$ cat src/csseq_pkg.sv
// ----------------------------------------------------------------------------
// Crimp station sequencer package
// Shared widths, state codes, command and register codes, and record types.
// ----------------------------------------------------------------------------
package csseq_pkg;

  localparam int unsigned StateW   = 4;
  localparam int unsigned CntW     = 17;
  localparam int unsigned DelayW   = 16;
  localparam int unsigned CfgIdxW  = 3;
  localparam int unsigned CfgDataW = 16;

  localparam logic [CntW-1:0] CntMax = '1;

  // Sequencer state codes
  localparam logic [StateW-1:0] ST_IDLE            = 4'd0;
  localparam logic [StateW-1:0] ST_WAIT            = 4'd1;
  localparam logic [StateW-1:0] ST_CONFIRM_DETECT  = 4'd2;
  localparam logic [StateW-1:0] ST_FEEDER          = 4'd3;
  localparam logic [StateW-1:0] ST_INSERT          = 4'd4;
  localparam logic [StateW-1:0] ST_CRIMP_ON        = 4'd5;
  localparam logic [StateW-1:0] ST_CRIMP_OFF       = 4'd6;
  localparam logic [StateW-1:0] ST_VALVES_OFF      = 4'd7;
  localparam logic [StateW-1:0] ST_CONFIRM_REMOVAL = 4'd8;
  localparam logic [StateW-1:0] ST_REMOVED         = 4'd9;

  typedef enum logic [1:0] {
    KIND_TICK  = 2'd0,
    KIND_START = 2'd1,
    KIND_STOP  = 2'd2
  } kind_e;

  typedef enum logic [CfgIdxW-1:0] {
    CFG_SENSOR_LEVEL = 3'd0,
    CFG_CRIMP_EN     = 3'd1,
    CFG_CONFIRM      = 3'd2,
    CFG_INSERT_ON    = 3'd3,
    CFG_CRIMP_ON     = 3'd4,
    CFG_CRIMP_OFF    = 3'd5,
    CFG_INSERT_OFF   = 3'd6
  } cfg_idx_e;

  typedef struct packed {
    logic              sensor_active_level;
    logic              crimp_enable;
    logic [DelayW-1:0] confirm_time_ms;
    logic [DelayW-1:0] insert_on_delay_ms;
    logic [DelayW-1:0] crimp_on_delay_ms;
    logic [DelayW-1:0] crimp_off_delay_ms;
    logic [DelayW-1:0] insert_off_delay_ms;
  } cfg_t;

  localparam cfg_t CfgReset = '{
    sensor_active_level: 1'b1,
    crimp_enable:        1'b1,
    confirm_time_ms:     16'd100,
    insert_on_delay_ms:  16'd100,
    crimp_on_delay_ms:   16'd100,
    crimp_off_delay_ms:  16'd100,
    insert_off_delay_ms: 16'd100
  };

  typedef struct packed {
    logic [StateW-1:0] state;
    logic [CntW-1:0]   time_in_state;
    logic              feeder_on;
    logic              insert_on;
    logic              crimp_on;
  } seq_t;

endpackage

$ cat src/csseq_if.sv
// ----------------------------------------------------------------------------
// Crimp station sequencer channels
// Valid/ready channels for commands in and status results out.
// ----------------------------------------------------------------------------
interface csseq_in_if;
  logic       valid;
  logic       ready;
  logic [1:0] kind;
  logic       sensor_level;

  modport source (output valid, output kind, output sensor_level, input ready);
  modport sink   (input valid, input kind, input sensor_level, output ready);
endinterface

interface csseq_out_if;
  logic       valid;
  logic       ready;
  logic [3:0] machine_state;
  logic       feeder_valve;
  logic       insert_valve;
  logic       crimp_valve;

  modport source (output valid, output machine_state, output feeder_valve,
                  output insert_valve, output crimp_valve, input ready);
  modport sink   (input valid, input machine_state, input feeder_valve,
                  input insert_valve, input crimp_valve, output ready);
endinterface

$ cat src/csseq_step.sv
// ----------------------------------------------------------------------------
// Crimp station sequencer step logic
// Next sequencer record for one command: tick evaluation, start and stop.
// ----------------------------------------------------------------------------
module csseq_step (
  input  csseq_pkg::cfg_t  cfg_i,
  input  csseq_pkg::seq_t  cur_i,
  input  logic [1:0]       kind_i,
  input  logic             level_i,
  output csseq_pkg::seq_t  nxt_o
);
  import csseq_pkg::*;

  logic            present;
  logic [CntW-1:0] cnt_inc;

  function automatic logic waited(input logic [CntW-1:0] cnt,
                                  input logic [DelayW-1:0] dly);
    return cnt > {1'b0, dly};
  endfunction

  assign present = (level_i == cfg_i.sensor_active_level);
  assign cnt_inc = (cur_i.time_in_state != CntMax) ?
                   cur_i.time_in_state + CntW'(1) : cur_i.time_in_state;

  always_comb begin
    nxt_o = cur_i;
    unique case (kind_i)
      KIND_TICK: begin
        nxt_o.time_in_state = cnt_inc;
        unique case (cur_i.state)
          ST_IDLE: begin
            nxt_o.feeder_on = 1'b0;
            nxt_o.insert_on = 1'b0;
            nxt_o.crimp_on  = 1'b0;
          end
          ST_WAIT: begin
            if (present) begin
              nxt_o.state         = ST_CONFIRM_DETECT;
              nxt_o.time_in_state = '0;
            end
          end
          ST_CONFIRM_DETECT: begin
            if (!present) begin
              nxt_o.state         = ST_WAIT;
              nxt_o.time_in_state = '0;
            end else if (waited(cnt_inc, cfg_i.confirm_time_ms)) begin
              nxt_o.feeder_on     = 1'b1;
              nxt_o.state         = ST_FEEDER;
              nxt_o.time_in_state = '0;
            end
          end
          ST_FEEDER: begin
            if (waited(cnt_inc, cfg_i.insert_on_delay_ms)) begin
              nxt_o.insert_on     = 1'b1;
              nxt_o.state         = ST_INSERT;
              nxt_o.time_in_state = '0;
            end
          end
          ST_INSERT: begin
            if (waited(cnt_inc, cfg_i.crimp_on_delay_ms)) begin
              nxt_o.time_in_state = '0;
              if (cfg_i.crimp_enable) begin
                nxt_o.crimp_on = 1'b1;
                nxt_o.state    = ST_CRIMP_ON;
              end else begin
                // skip crimping and release the tube
                nxt_o.insert_on = 1'b0;
                nxt_o.feeder_on = 1'b0;
                nxt_o.state     = ST_VALVES_OFF;
              end
            end
          end
          ST_CRIMP_ON: begin
            if (waited(cnt_inc, cfg_i.crimp_off_delay_ms)) begin
              nxt_o.crimp_on      = 1'b0;
              nxt_o.state         = ST_CRIMP_OFF;
              nxt_o.time_in_state = '0;
            end
          end
          ST_CRIMP_OFF: begin
            if (waited(cnt_inc, cfg_i.insert_off_delay_ms)) begin
              nxt_o.insert_on     = 1'b0;
              nxt_o.feeder_on     = 1'b0;
              nxt_o.state         = ST_VALVES_OFF;
              nxt_o.time_in_state = '0;
            end
          end
          ST_VALVES_OFF: begin
            if (!present) begin
              nxt_o.state         = ST_CONFIRM_REMOVAL;
              nxt_o.time_in_state = '0;
            end
          end
          ST_CONFIRM_REMOVAL: begin
            // tube back: restart the removal timer
            if (present) begin
              nxt_o.time_in_state = '0;
            end else if (waited(cnt_inc, cfg_i.confirm_time_ms)) begin
              nxt_o.state         = ST_REMOVED;
              nxt_o.time_in_state = '0;
            end
          end
          default: begin
            nxt_o.state         = ST_WAIT;
            nxt_o.time_in_state = '0;
          end
        endcase
      end
      KIND_START: begin
        nxt_o.state         = ST_WAIT;
        nxt_o.time_in_state = '0;
      end
      KIND_STOP: begin
        nxt_o.state         = ST_IDLE;
        nxt_o.time_in_state = '0;
      end
      default: begin
        nxt_o = cur_i;
      end
    endcase
  end

endmodule

$ cat src/crimp_station_sequencer.sv
// ----------------------------------------------------------------------------
// Crimp station sequencer
// Ten-state pneumatic crimp sequencer driven by tick, start and stop commands.
// ----------------------------------------------------------------------------
// Usage:
//   in_i carries one command per transaction: a 1 ms tick with the raw sensor
//   level, a start or a stop. out_o returns exactly one status transaction per
//   command: the state and the feeder, insert and crimp valve drives after it.
//   Each command is evaluated in the cycle it is accepted and its status is
//   registered, so the status is offered in the cycle after acceptance. One
//   command per cycle is taken back to back while the receiver keeps up; the
//   single status register sets that rate. in_i is ready whenever the status
//   register is empty or its content is being taken in the same cycle, so a
//   stalled receiver stalls the command side after one transaction. The user
//   writes registers via cfg_we_i/cfg_idx_i/cfg_wdata_i only while no command
//   is in flight (not enforced by the block); an index beyond the register
//   list is ignored. Reset puts the sequencer in idle with a cleared timer and
//   all valves off, loads register defaults and empties the status register.
// ----------------------------------------------------------------------------
module crimp_station_sequencer (
  input  logic                               clk_i,
  input  logic                               rst_ni,
  input  logic                               cfg_we_i,
  input  logic [csseq_pkg::CfgIdxW-1:0]      cfg_idx_i,
  input  logic [csseq_pkg::CfgDataW-1:0]     cfg_wdata_i,
  csseq_in_if.sink                           in_i,
  csseq_out_if.source                        out_o
);
  import csseq_pkg::*;

  cfg_t cfg_q;
  seq_t seq_q, seq_d;
  logic out_valid_q;
  logic [StateW-1:0] out_state_q;
  logic out_feeder_q, out_insert_q, out_crimp_q;
  logic in_acc;

  assign in_i.ready = !out_valid_q || out_o.ready;
  assign in_acc     = in_i.valid && in_i.ready;

  always_ff @(posedge clk_i or negedge rst_ni) begin
    if (!rst_ni) begin
      cfg_q <= CfgReset;
    end else if (cfg_we_i) begin
      unique case (cfg_idx_i)
        CFG_SENSOR_LEVEL: cfg_q.sensor_active_level <= cfg_wdata_i[0];
        CFG_CRIMP_EN:     cfg_q.crimp_enable        <= cfg_wdata_i[0];
        CFG_CONFIRM:      cfg_q.confirm_time_ms     <= cfg_wdata_i;
        CFG_INSERT_ON:    cfg_q.insert_on_delay_ms  <= cfg_wdata_i;
        CFG_CRIMP_ON:     cfg_q.crimp_on_delay_ms   <= cfg_wdata_i;
        CFG_CRIMP_OFF:    cfg_q.crimp_off_delay_ms  <= cfg_wdata_i;
        CFG_INSERT_OFF:   cfg_q.insert_off_delay_ms <= cfg_wdata_i;
        default: begin
          // drop writes beyond the register list
        end
      endcase
    end
  end

  csseq_step u_step (
    .cfg_i   (cfg_q),
    .cur_i   (seq_q),
    .kind_i  (in_i.kind),
    .level_i (in_i.sensor_level),
    .nxt_o   (seq_d)
  );

  always_ff @(posedge clk_i or negedge rst_ni) begin
    if (!rst_ni) begin
      seq_q <= '{state: ST_IDLE, time_in_state: '0,
                 feeder_on: 1'b0, insert_on: 1'b0, crimp_on: 1'b0};
    end else if (in_acc) begin
      seq_q <= seq_d;
    end
  end

  always_ff @(posedge clk_i or negedge rst_ni) begin
    if (!rst_ni) begin
      out_valid_q <= 1'b0;
    end else if (in_acc) begin
      out_valid_q <= 1'b1;
    end else if (out_o.ready) begin
      out_valid_q <= 1'b0;
    end
  end

  // status payload: load on every accepted command
  always_ff @(posedge clk_i) begin
    if (in_acc) begin
      out_state_q  <= seq_d.state;
      out_feeder_q <= seq_d.feeder_on;
      out_insert_q <= seq_d.insert_on;
      out_crimp_q  <= seq_d.crimp_on;
    end
  end

  assign out_o.valid         = out_valid_q;
  assign out_o.machine_state = out_state_q;
  assign out_o.feeder_valve  = out_feeder_q;
  assign out_o.insert_valve  = out_insert_q;
  assign out_o.crimp_valve   = out_crimp_q;

endmodule

$ cat src/flat_wrapper.sv
// flat-port wrapper written by rule: the top's interface ports become plain ports
module crimp_station_sequencer_flat import csseq_pkg::*;
  (clk_i, rst_ni, cfg_we_i, cfg_idx_i, cfg_wdata_i, in_i_valid, in_i_kind, in_i_sensor_level, in_i_ready, out_o_valid, out_o_machine_state, out_o_feeder_valve, out_o_insert_valve, out_o_crimp_valve, out_o_ready);
  csseq_in_if in_i_i ();
  csseq_out_if out_o_i ();
  input  logic clk_i;
  input  logic rst_ni;
  input  logic cfg_we_i;
  input  logic [csseq_pkg::CfgIdxW-1:0] cfg_idx_i;
  input  logic [csseq_pkg::CfgDataW-1:0] cfg_wdata_i;
  input wire logic [$bits(in_i_i.valid)-1:0] in_i_valid;
  input wire logic [$bits(in_i_i.kind)-1:0] in_i_kind;
  input wire logic [$bits(in_i_i.sensor_level)-1:0] in_i_sensor_level;
  output wire logic [$bits(in_i_i.ready)-1:0] in_i_ready;
  output wire logic [$bits(out_o_i.valid)-1:0] out_o_valid;
  output wire logic [$bits(out_o_i.machine_state)-1:0] out_o_machine_state;
  output wire logic [$bits(out_o_i.feeder_valve)-1:0] out_o_feeder_valve;
  output wire logic [$bits(out_o_i.insert_valve)-1:0] out_o_insert_valve;
  output wire logic [$bits(out_o_i.crimp_valve)-1:0] out_o_crimp_valve;
  input wire logic [$bits(out_o_i.ready)-1:0] out_o_ready;
  assign in_i_i.valid = in_i_valid;
  assign in_i_i.kind = in_i_kind;
  assign in_i_i.sensor_level = in_i_sensor_level;
  assign in_i_ready = in_i_i.ready;
  assign out_o_valid = out_o_i.valid;
  assign out_o_machine_state = out_o_i.machine_state;
  assign out_o_feeder_valve = out_o_i.feeder_valve;
  assign out_o_insert_valve = out_o_i.insert_valve;
  assign out_o_crimp_valve = out_o_i.crimp_valve;
  assign out_o_i.ready = out_o_ready;
  crimp_station_sequencer u_core (.clk_i(clk_i), .rst_ni(rst_ni), .cfg_we_i(cfg_we_i), .cfg_idx_i(cfg_idx_i), .cfg_wdata_i(cfg_wdata_i), .in_i(in_i_i), .out_o(out_o_i));
endmodule
$ cat config.mk
export PLATFORM = sky130hd
export DESIGN_NAME = crimp_station_sequencer_flat
export DESIGN_NICKNAME = d
export VERILOG_FILES = /design/src/csseq_pkg.sv /design/src/csseq_if.sv /design/src/csseq_step.sv /design/src/crimp_station_sequencer.sv /design/src/flat_wrapper.sv
export SDC_FILE = /design/constraint.sdc
export NUM_CORES = 1
export LEC_CHECK = 0
export BUFFER_PORTS_ARGS = -buffer_cell sky130_fd_sc_hd__buf_4
export CORE_MARGIN = 2
export CORE_UTILIZATION = 40
export DETAILED_ROUTE_END_ITERATION = 12
export HOLD_SLACK_MARGIN = 0.02
export MAX_ROUTING_LAYER = met4
export PLACE_DENSITY = 0.55
export SLEW_MARGIN = 5
export SYNTH_ARGS = -nofsm -noshare
export SYNTH_HDL_FRONTEND = slang
export SYNTH_HIERARCHICAL = 1
export SYNTH_SLANG_ARGS = --single-unit
export TNS_END_PERCENT = 20
$ cat constraint.sdc
create_clock -name clk_i -period 12.5 [get_ports clk_i]
set_clock_uncertainty 0.05 [all_clocks]
set_input_delay 0.625 -clock clk_i [delete_from_list [all_inputs] [get_ports clk_i]]
set_output_delay 0.625 -clock clk_i [all_outputs]
set_load 0.01 [all_outputs]
* After elaboration in Yosys (flattened, before gate mapping)
Index checks and enable logic that the tools add are counted.
Operators by class: add/subtract/negate cells 1, $lt $le $gt $ge 5, eq/ne operators 18, muxes and demuxes 26, reduce and logical (&&, ||, !) cells 16
Operator list (count):
- 21-bit one-hot mux with 9 select lines | 1
- 21-bit 2-to-1 mux | 6
- 17-bit by 16-bit > comparator with 1-bit output | 5
- 21-bit one-hot mux with 3 select lines | 1
- 17-bit 2-to-1 mux | 2
- 24-bit 2-to-1 mux | 1
- 23-bit 2-to-1 mux | 1
- 22-bit 2-to-1 mux | 1
- 17-bit by 1-bit adder with 17-bit output (second input constant) | 1
- 17-bit != test (second input constant) | 1
- 4-bit by 3-bit equality test with 1-bit output (second input constant) | 4
- 2-bit AND reduction | 8
- 3-bit equality test (second input constant) | 3
- 4-bit by 2-bit equality test with 1-bit output (second input constant) | 2
- 1-bit one-hot mux with 4 select lines | 2
- 3-bit by 2-bit equality test with 1-bit output (second input constant) | 2
- 1-bit 2-to-1 mux | 6
- 4-bit by 1-bit equality test with 1-bit output (second input constant) | 1
- 4-bit equality test (second input constant) | 1
- 4-bit zero test | 1
- 2-bit 2-to-1 mux | 2
- 4-bit 2-to-1 mux | 1
- 3-bit by 1-bit equality test with 1-bit output (second input constant) | 1
- 3-bit zero test | 1
- 11 further kinds | 11
Storage, ports and cells: bits in registers 114, input port bits 27, output and inout port bits 9, word-level logic and storage cells 83

* Longest topological paths before layout
Gate-level depths: netlist of run 1.
depth in word-level cells 7, mapped depth 21, depth with buffers taken out 20

* Cells and area by module
Netlist of run 1, hierarchy kept.
By module, submodules not included:
- crimp_station_sequencer | instances 1, cells each 242, area each 4279.1 µm², seq. area each 2909.0 µm²
- csseq_step | instances 1, cells each 459, area each 3045.4 µm², seq. area each 0.0 µm²

* Worst setup path before layout of run 1
OpenSTA, ideal clock, no wires.
path type flip-flop to flip-flop, start reg u_core/seq_q[3] (netlist name), end reg u_core/seq_q[2] (netlist name), data arrival time 4231 ps, data required time 12325 ps, setup slack 8094 ps, cell stages (with the launch flop) 21, buffers on the path 0, clock period less this slack 4406 ps, cell sequence dfrtp_1 -> ha_1 -> nand4_1 -> nor4_4 -> nand2_1 -> and4_1 -> and3_1 -> nand4_1 -> and2_1 -> or2_2 -> ha_1 -> nand3_1 -> nor4_1 -> o31ai_1 -> a32oi_1 -> nor2_1 -> nor2_1 -> nor3_1 -> a2111oi_0 -> o32ai_1 -> mux2_2
RTL lines:
- start, declared | RTL line crimp_station_sequencer.sv:32 | seq_t seq_q, seq_d;
- start signal, assigned | RTL line crimp_station_sequencer.sv:70 | seq_q <= '{state: ST_IDLE, time_in_state: '0,
- start signal, assigned | RTL line crimp_station_sequencer.sv:73 | seq_q <= seq_d;

==> results of run 1 <==
==> cell families (layout without fill, tap and decap cells) <==
logic type / Yosys count / count (layout) / share of synthesized area
multiplexers: 108 / 108 / 0.166
flip-flops: 114 / 114 / 0.397
adder cells (fa/ha/maj): 81 / 81 / 0.138
AO/OA/AOI/OAI: 110 / 110 / 0.100
buffers and inverters: 100 / 152 / 0.0560
XOR/XNOR: 10 / 10 / 0.0120
AND/OR/NAND/NOR: 178 / 178 / 0.130
==> metrics by stage <==
stage / total power [mW] / setup WS [ps] / util / instances
finish: 1.29 / 7010 / 0.469 / 982
global route: 1.36 / 6630 / 0.469 / 982
floorplan: 0.682 / 8090 / - / 701
detailed placement: 0.770 / 7120 / 0.434 / 950
global placement: 0.760 / 7120 / 0.434 / 950
CTS: 1.30 / 7080 / 0.469 / 982
==> area by class of cell <==
| cell class | instances | area (um2) | share of cell area |
|---|---|---|---|
| Multi-Input combinational cell | 487 | 4010 | 0.475 |
| Sequential cell | 114 | 2910 | 0.345 |
| Clock buffer | 23 | 489 | 0.0580 |
| Inverter | 82 | 308 | 0.0365 |
| Tap cell | 229 | 287 | 0.0340 |
| Timing Repair Buffer | 38 | 285 | 0.0338 |
| Clock inverter | 9 | 150 | 0.0178 |
==> flip-flops by register name, summed over array words and instances, names as in the netlist <==
name / count
u_core/cfg_q: 82
u_core/out_o.crimp_valve: 1
u_core/out_o.feeder_valve: 1
u_core/out_o.insert_valve: 1
u_core/out_o.machine_state: 4
u_core/out_o.valid: 1
u_core/seq_q: 24
==> how the worst max path moves through the flow <==
stage | startpoint | to | slack, ps | cells past startpoint
5_1_grt | u_core/seq_q[3] | u_core/seq_q[3] | 6630 | 20
6_report | u_core/seq_q[3] | u_core/seq_q[2] | 7010 | 20
3_5_place_dp | u_core/seq_q[3] | u_core/seq_q[2] | 7120 | 20
4_1_cts | u_core/seq_q[3] | u_core/seq_q[2] | 7080 | 20
3_3_place_gp | u_core/seq_q[3] | u_core/seq_q[2] | 7120 | 20
2_1_floorplan | u_core/seq_q[3] | u_core/seq_q[2] | 8090 | 20
==> routing by layer <==
metal | wire (um) | share of wire
met2 | 8520 | 0.48
met1 | 8410 | 0.47
met4 | 300 | 0.017
met3 | 587 | 0.033
met5 | 0 | 0
==> layout by cell type, fill, tap and decap left out, types with 6 or more instances in the layout <==
cell type | Yosys | layout
a21o_1 | 9 | 9
a21oi_1 | 29 | 29
a22o_1 | 10 | 10
and2_1 | 6 | 6
buf_4 | 1 | 38
clkbuf_16 | 0 | 18
dfrtp_1 | 90 | 90
dfstp_2 | 17 | 17
edfxtp_1 | 7 | 7
ha_1 | 81 | 81
inv_1 | 82 | 82
mux2_2 | 107 | 107
nand2_1 | 45 | 45
nand2b_1 | 7 | 7
nand3_1 | 19 | 19
nand4_1 | 14 | 14
nor2_1 | 37 | 37
nor3_1 | 10 | 10
o21ai_0 | 24 | 24
or2_2 | 6 | 6
or3_1 | 7 | 7
==> report_power, final <==
group	switching [mW]	internal (mW)
registers	0.0424	0.450
clock network	0.169	0.355
logic	0.146	0.127
total	0.358	0.932
==> worst max-delay path, cell delays in order, from the launching register on <==
cell and delay [ps]:
dfrtp_1 440, ha_1 240, nand4_1 160, nor4_4 270, nand2_1 160, and4_1 260
and3_1 230, nand2_1 100, nor2_1 50, or2_2 380, ha_1 330, nand3_1 120
nor4_1 600, o31ai_1 170, a32oi_1 290, nor2_1 140, nor2_1 150, nor3_1 80
a2111oi_0 610, o32ai_1 240, mux2_2 300
==> flow_summary_export.csv, run 1 <==
group,metric,value,unit
cts,cts_setup_buffers,0,
worst_setup_path,rrSetupSlack,7010,ps
layout,drive_above_1_share,0.278,
worst_setup_path,crit_required,12750,ps
global_route,overflow,0,
timing,setup_viol,0,
route,drtIter0Drc,337,
layout,final_cell_area,8430,um2
timing,holdWs,121,ps
global_route,busiest_layer,"met2",
floorplanning,core,18000,um2
logic_synthesis,synthFlopType,"dfrtp_1",
timing,rsz0062_at_grt,"no",
placement,gp_congestion,0.854,
floorplanning,io-pin-count,36,
timing,final_hold_viol_count,0,
worst_setup_path,rr_startpoint,"u_core/seq_q[3]",
cts,cts_sinks,114,
global_route,grt_max_degree,69,
placement,hpwl,13100,um
global_route,use_met1,0.249,
route,viasPerCell,5.50,
layout,nets,848,
cts,h-tree-depth,4,
cts,cts_tree,"yes",
cts,cts_buffers,17,
global_route,grt_first_pass_wirelength,29100,um
cts,cts.clk_slew.worst_paths,60,ps
layout,area_growth,15.1,%
worst_setup_path,worstPathArrival,5730,ps
logic_synthesis,syn_nets,809,
worst_setup_path,r2r_cells,20,
route,ant_nets,0,
logic_synthesis,ys_ff_latch,114,
global_route,grt_pass1_vias,5602,
logic_synthesis,synth_top_area_cell,"dfrtp_1",
worst_setup_path,crit_fanout,7,
timing,maxSlewViolCount,0,
route,vias,5400,
logic_synthesis,synthArstFlopShare,0.939,
pwr,power_density,153,nW/um2
floorplanning,start_util,0.408,
cts,clk_latency,410,ps
worst_setup_path,cp-end-kind,"flop",
logic_synthesis,ys_top_cells_by_area,"dfrtp_1 31%, mux2_2 16%, ha_1 14%",
timing,fin_setup_tns,0,ps
timing,max_slew.worst_pin.slew,1130,ps
logic_synthesis,synthCells,701,
route,drcViolationCount,0,
run,cap_violations,0,
floorplanning,fp.dieH,139,um
timing,fmaxAchievable,182,MHz
cts,cts_repair_resize_count,0,
placement,port_buffers,35,
cts,cts-root-buf,"clkbuf_16",
logic_synthesis,syn_avg_cell_area,10.4,um2
pwr,peakVddDrop,94.6,uV
cts,cts_buffer_depth,2,
logic_synthesis,yosys-top-cells-count,"107 x mux2_2, 90 x dfrtp_1, 82 x inv_1, 81 x ha_1, 45 x nand2_1",
worst_hold_path,min_path_type,"in2async",
logic_synthesis,yosysSeqAreaShare,0.397,
cts,postCtsHoldBufs,0,
timing,fin_crit_sh,0.439,
global_route,use_met3,0.0413,
floorplanning,dieArea,19400,um2
pwr,leakage,4.15,nW
global_route,track_usage,0.197,
logic_synthesis,synth_cell_types,61,
worst_setup_path,r2r_end,"u_core/seq_q[2]",
floorplanning,rows,49,
worst_setup_path,worstSetupStartpointType,"flop",
layout,nFillCells,1686,
worst_setup_path,crit_type,"reg2reg",
layout,n_antenna_cell,0,
logic_synthesis,post-synth-top-count-cell,"mux2_2",
logic_synthesis,synth_top_area_share,0.307,
logic_synthesis,ys_warn_count,6,
route,route.final.wire_length,17800,um
floorplanning,die_w,139,um
timing,slew-limit-headroom,0.245,
placement,postPlaceCellArea,7790,um2
global_route,grt_util_met2,0.315,
route,first_pass_iters,5,
timing,fin_crit,5490,ps
global_route,antenna_found_initial,0,
status,outcome,"completed",
logic_synthesis,synth_edf_count,7,
route,wl_per_cell,18.1,um
logic_synthesis,synth_area,7320,um2
Power figures use the tool's default switching activity.
==> run 2, diff against run 1 <==
--- a/config.mk
+++ b/config.mk
@@ -11,7 +11,7 @@
 export DETAILED_ROUTE_END_ITERATION = 12
 export HOLD_SLACK_MARGIN = 0.02
 export MAX_ROUTING_LAYER = met4
-export PLACE_DENSITY = 0.55
+export PLACE_DENSITY = 0.57
 export SLEW_MARGIN = 5
 export SYNTH_ARGS = -nofsm -noshare
 export SYNTH_HDL_FRONTEND = slang
==> constraint.sdc (replaced) <==
create_clock -name clk_i -period 4.9 [get_ports clk_i]
set_clock_uncertainty 0.05 [all_clocks]
set_input_delay 0.245 -clock clk_i [delete_from_list [all_inputs] [get_ports clk_i]]
set_output_delay 0.245 -clock clk_i [all_outputs]
set_load 0.01 [all_outputs]
==> run 2 against run 1 <==
  * Utilization rose by 1.4 points
  * First-iteration DRC count fell by 15%
  * Die area is the same
  * Highest routed layer unchanged
  * Critical path depth is the same
  * Clock power rose by 140%
==> flow_summary_export.csv, run 2 (synthesis gave the netlist of run 1 again) <==
group,metric,value,unit
cts,cts_tree,"yes",
global_route,grt_first_pass_wirelength,29700,um
pwr,swShare,0.290,
worst_setup_path,rrSetupSlack,220,ps
layout,final_common_cell,"mux2_2",
placement,dp_cells,969,
timing,max_slew.worst_pin.slew,1130,ps
placement,port_buffers,35,
pwr,power_density,378,nW/um2
timing,fmaxAchievable,213,MHz
global_route,track_usage,0.203,
route,route.final.wire_length,18300,um
status,outcome,"completed",
route,ant_nets,0,
cts,cts_buffer_depth,2,
layout,final_cell_count_no_fill,1004,
timing,setup_viol,0,
placement,postPlaceCellArea,7950,um2
timing,final_hold_viol_count,0,
floorplanning,rows,49,
worst_setup_path,crit_type,"reg2reg",
timing,slew-limit-headroom,0.245,
worst_hold_path,hold-path-endpoint,"u_core/cfg_q[56]",
layout,area_growth,18.6,%
worst_setup_path,r2r_end,"u_core/seq_q[19]",
pwr,pwr-share-clk,0.389,
pwr,pwr-share-comb,0.228,
worst_setup_path,cp-startpoint,"u_core/seq_q[14]",
layout,nFillCells,1661,
timing,rsz0062_at_grt,"yes",
route,drcViolationCount,0,
worst_setup_path,crit_fanout,16,
run,cap_violations,0,
global_route,overflow,0,
floorplanning,start_util,0.408,
cts,cts_buffers,17,
layout,n_antenna_cell,0,
placement,pre_cts_ws,-17.2,ps
worst_setup_path,rr_startpoint,"u_core/seq_q[14]",
pwr,internal_power,2.33,mW
timing,fin_crit,4680,ps
worst_hold_path,min_from,"cfg_wdata_i[8]",
route,first_pass_iters,7,
layout,largest_reg_flops,82,
layout,final_cell_mix,"107 x mux2_2, 89 x dfrtp_1, 82 x inv_1",
pwr,peakVddDrop,247,uV
layout,final_cell_area,8690,um2
worst_setup_path,r2r_cells,20,
route,viasPerCell,5.39,
worst_setup_path,crit_required,5140,ps
worst_setup_path,worstPathArrival,4920,ps
placement,gp_congestion,0.909,
route,wl_per_cell,18.2,um
cts,cts.clk_slew.worst_paths,60,ps
global_route,grt_pass1_vias,5676,
timing,fin_crit_sh,0.956,
route,drtIter0Drc,288,
layout,multi_input_area,4110,um2
timing,maxSlewViolCount,0,
floorplanning,core,18000,um2
placement,hpwl,13400,um
floorplanning,die_w,139,um
timing,finalWorstSetupSlack,216,ps
cts,clk_latency,420,ps
pwr,p_total,3.28,mW
pwr,power.switching,0.950,mW
worst_hold_path,min_path_type,"in2reg",
cts,cts-root-buf,"clkbuf_16",
pwr,leakage,4.28,nW
worst_setup_path,cp-end-kind,"flop",
global_route,antenna_found_initial,0,
cts,h-tree-depth,4,
layout,nets,870,
worst_setup_path,worstSetupStartpointType,"flop",
worst_hold_path,whs_path_depth,2,
timing,holdWs,44.8,ps
floorplanning,fp.dieH,139,um
timing,fin_setup_tns,0,ps
floorplanning,dieArea,19400,um2
cts,cts_sinks,114,
layout,ff_latch_area,2910,um2
layout,fin_util,0.484,
global_route,grt_max_degree,68,
layout,drive_above_1_share,0.311,
route,vias,5415,
floorplanning,io-pin-count,36,
pwr,pwr-share-seq,0.383,
layout,top_register,"u_core/cfg_q",
run 2: cell types whose count changed in the layout (fill, tap and decap cells not counted), moves of 2 or more:
cell / before / now
nor4_1: 4 / 1
nor4_4: 1 / 3
a2111oi_0: 3 / 1
buf_4: 38 / 57
dlygate4sd3_1: 0 / 2
run 2: worst max-delay path by stage:
stage          slack [ps]                to  depth (start not counted)
2_1_floorplan         490   u_core/seq_q[2]                         20
3_3_place_gp          -40  u_core/seq_q[18]                         21
3_5_place_dp          -20  u_core/seq_q[18]                         21
4_1_cts                40  u_core/seq_q[19]                         20
5_1_grt               -90  u_core/seq_q[19]                         20
6_report              220  u_core/seq_q[19]                         20
run 2: area by class of cell:
| class | instances | share of cell area |
|---|---|---|
| multi-input combinational | 487 | 0.473 |
| sequential | 114 | 0.335 |
| clock buffer | 22 | 0.0546 |
| timing repair buffer | 60 | 0.0539 |
| inverter | 82 | 0.0354 |
| tap | 229 | 0.0330 |
| clock inverter | 10 | 0.0153 |
run 2: power by group through the flow:
stage / clock network, mW / registers, mW / logic [mW]
finish: 1.28 / 1.26 / 0.748
global route: 1.35 / 1.28 / 0.843
CTS: 1.31 / 1.26 / 0.725
detailed placement: 0 / 1.27 / 0.713
global placement: 0 / 1.26 / 0.691
floorplan: 0 / 1.23 / 0.508
run 2: what timing repair did:
action,4_1_cts,5_1_grt
endpoints found under the hold margin,50,0
setup endpoints to repair,18,24
pin swaps,0,6
hold buffers,2,0
gates cloned,0,0
setup buffers,0,1
gates resized for setup,3,16
run 2: worst max-delay path: stages (launching register included):
cell and delay [ps]:
dfrtp_1 410, nand4_2 190, nor4_4 330, nand2_1 90, and4_1 220, and3_1 220
nand2_1 90, nor2_1 50, or2_2 350, ha_1 360, nand4_1 200, nor2_4 210
a2111oi_0 170, buf_4 180, and3_1 170, o31a_1 290, a221oi_2 250, a21oi_2 120
buf_12 160, a22o_1 190, mux2_2 250
run 2: metal layers:
layer  wire (um)  vias up  track usage
li1            -     2626            -
met1        8550     2668        0.263
met2        8900      102        0.320
met3         570       19       0.0392
met4         235        0       0.0675
met5           0        -            -
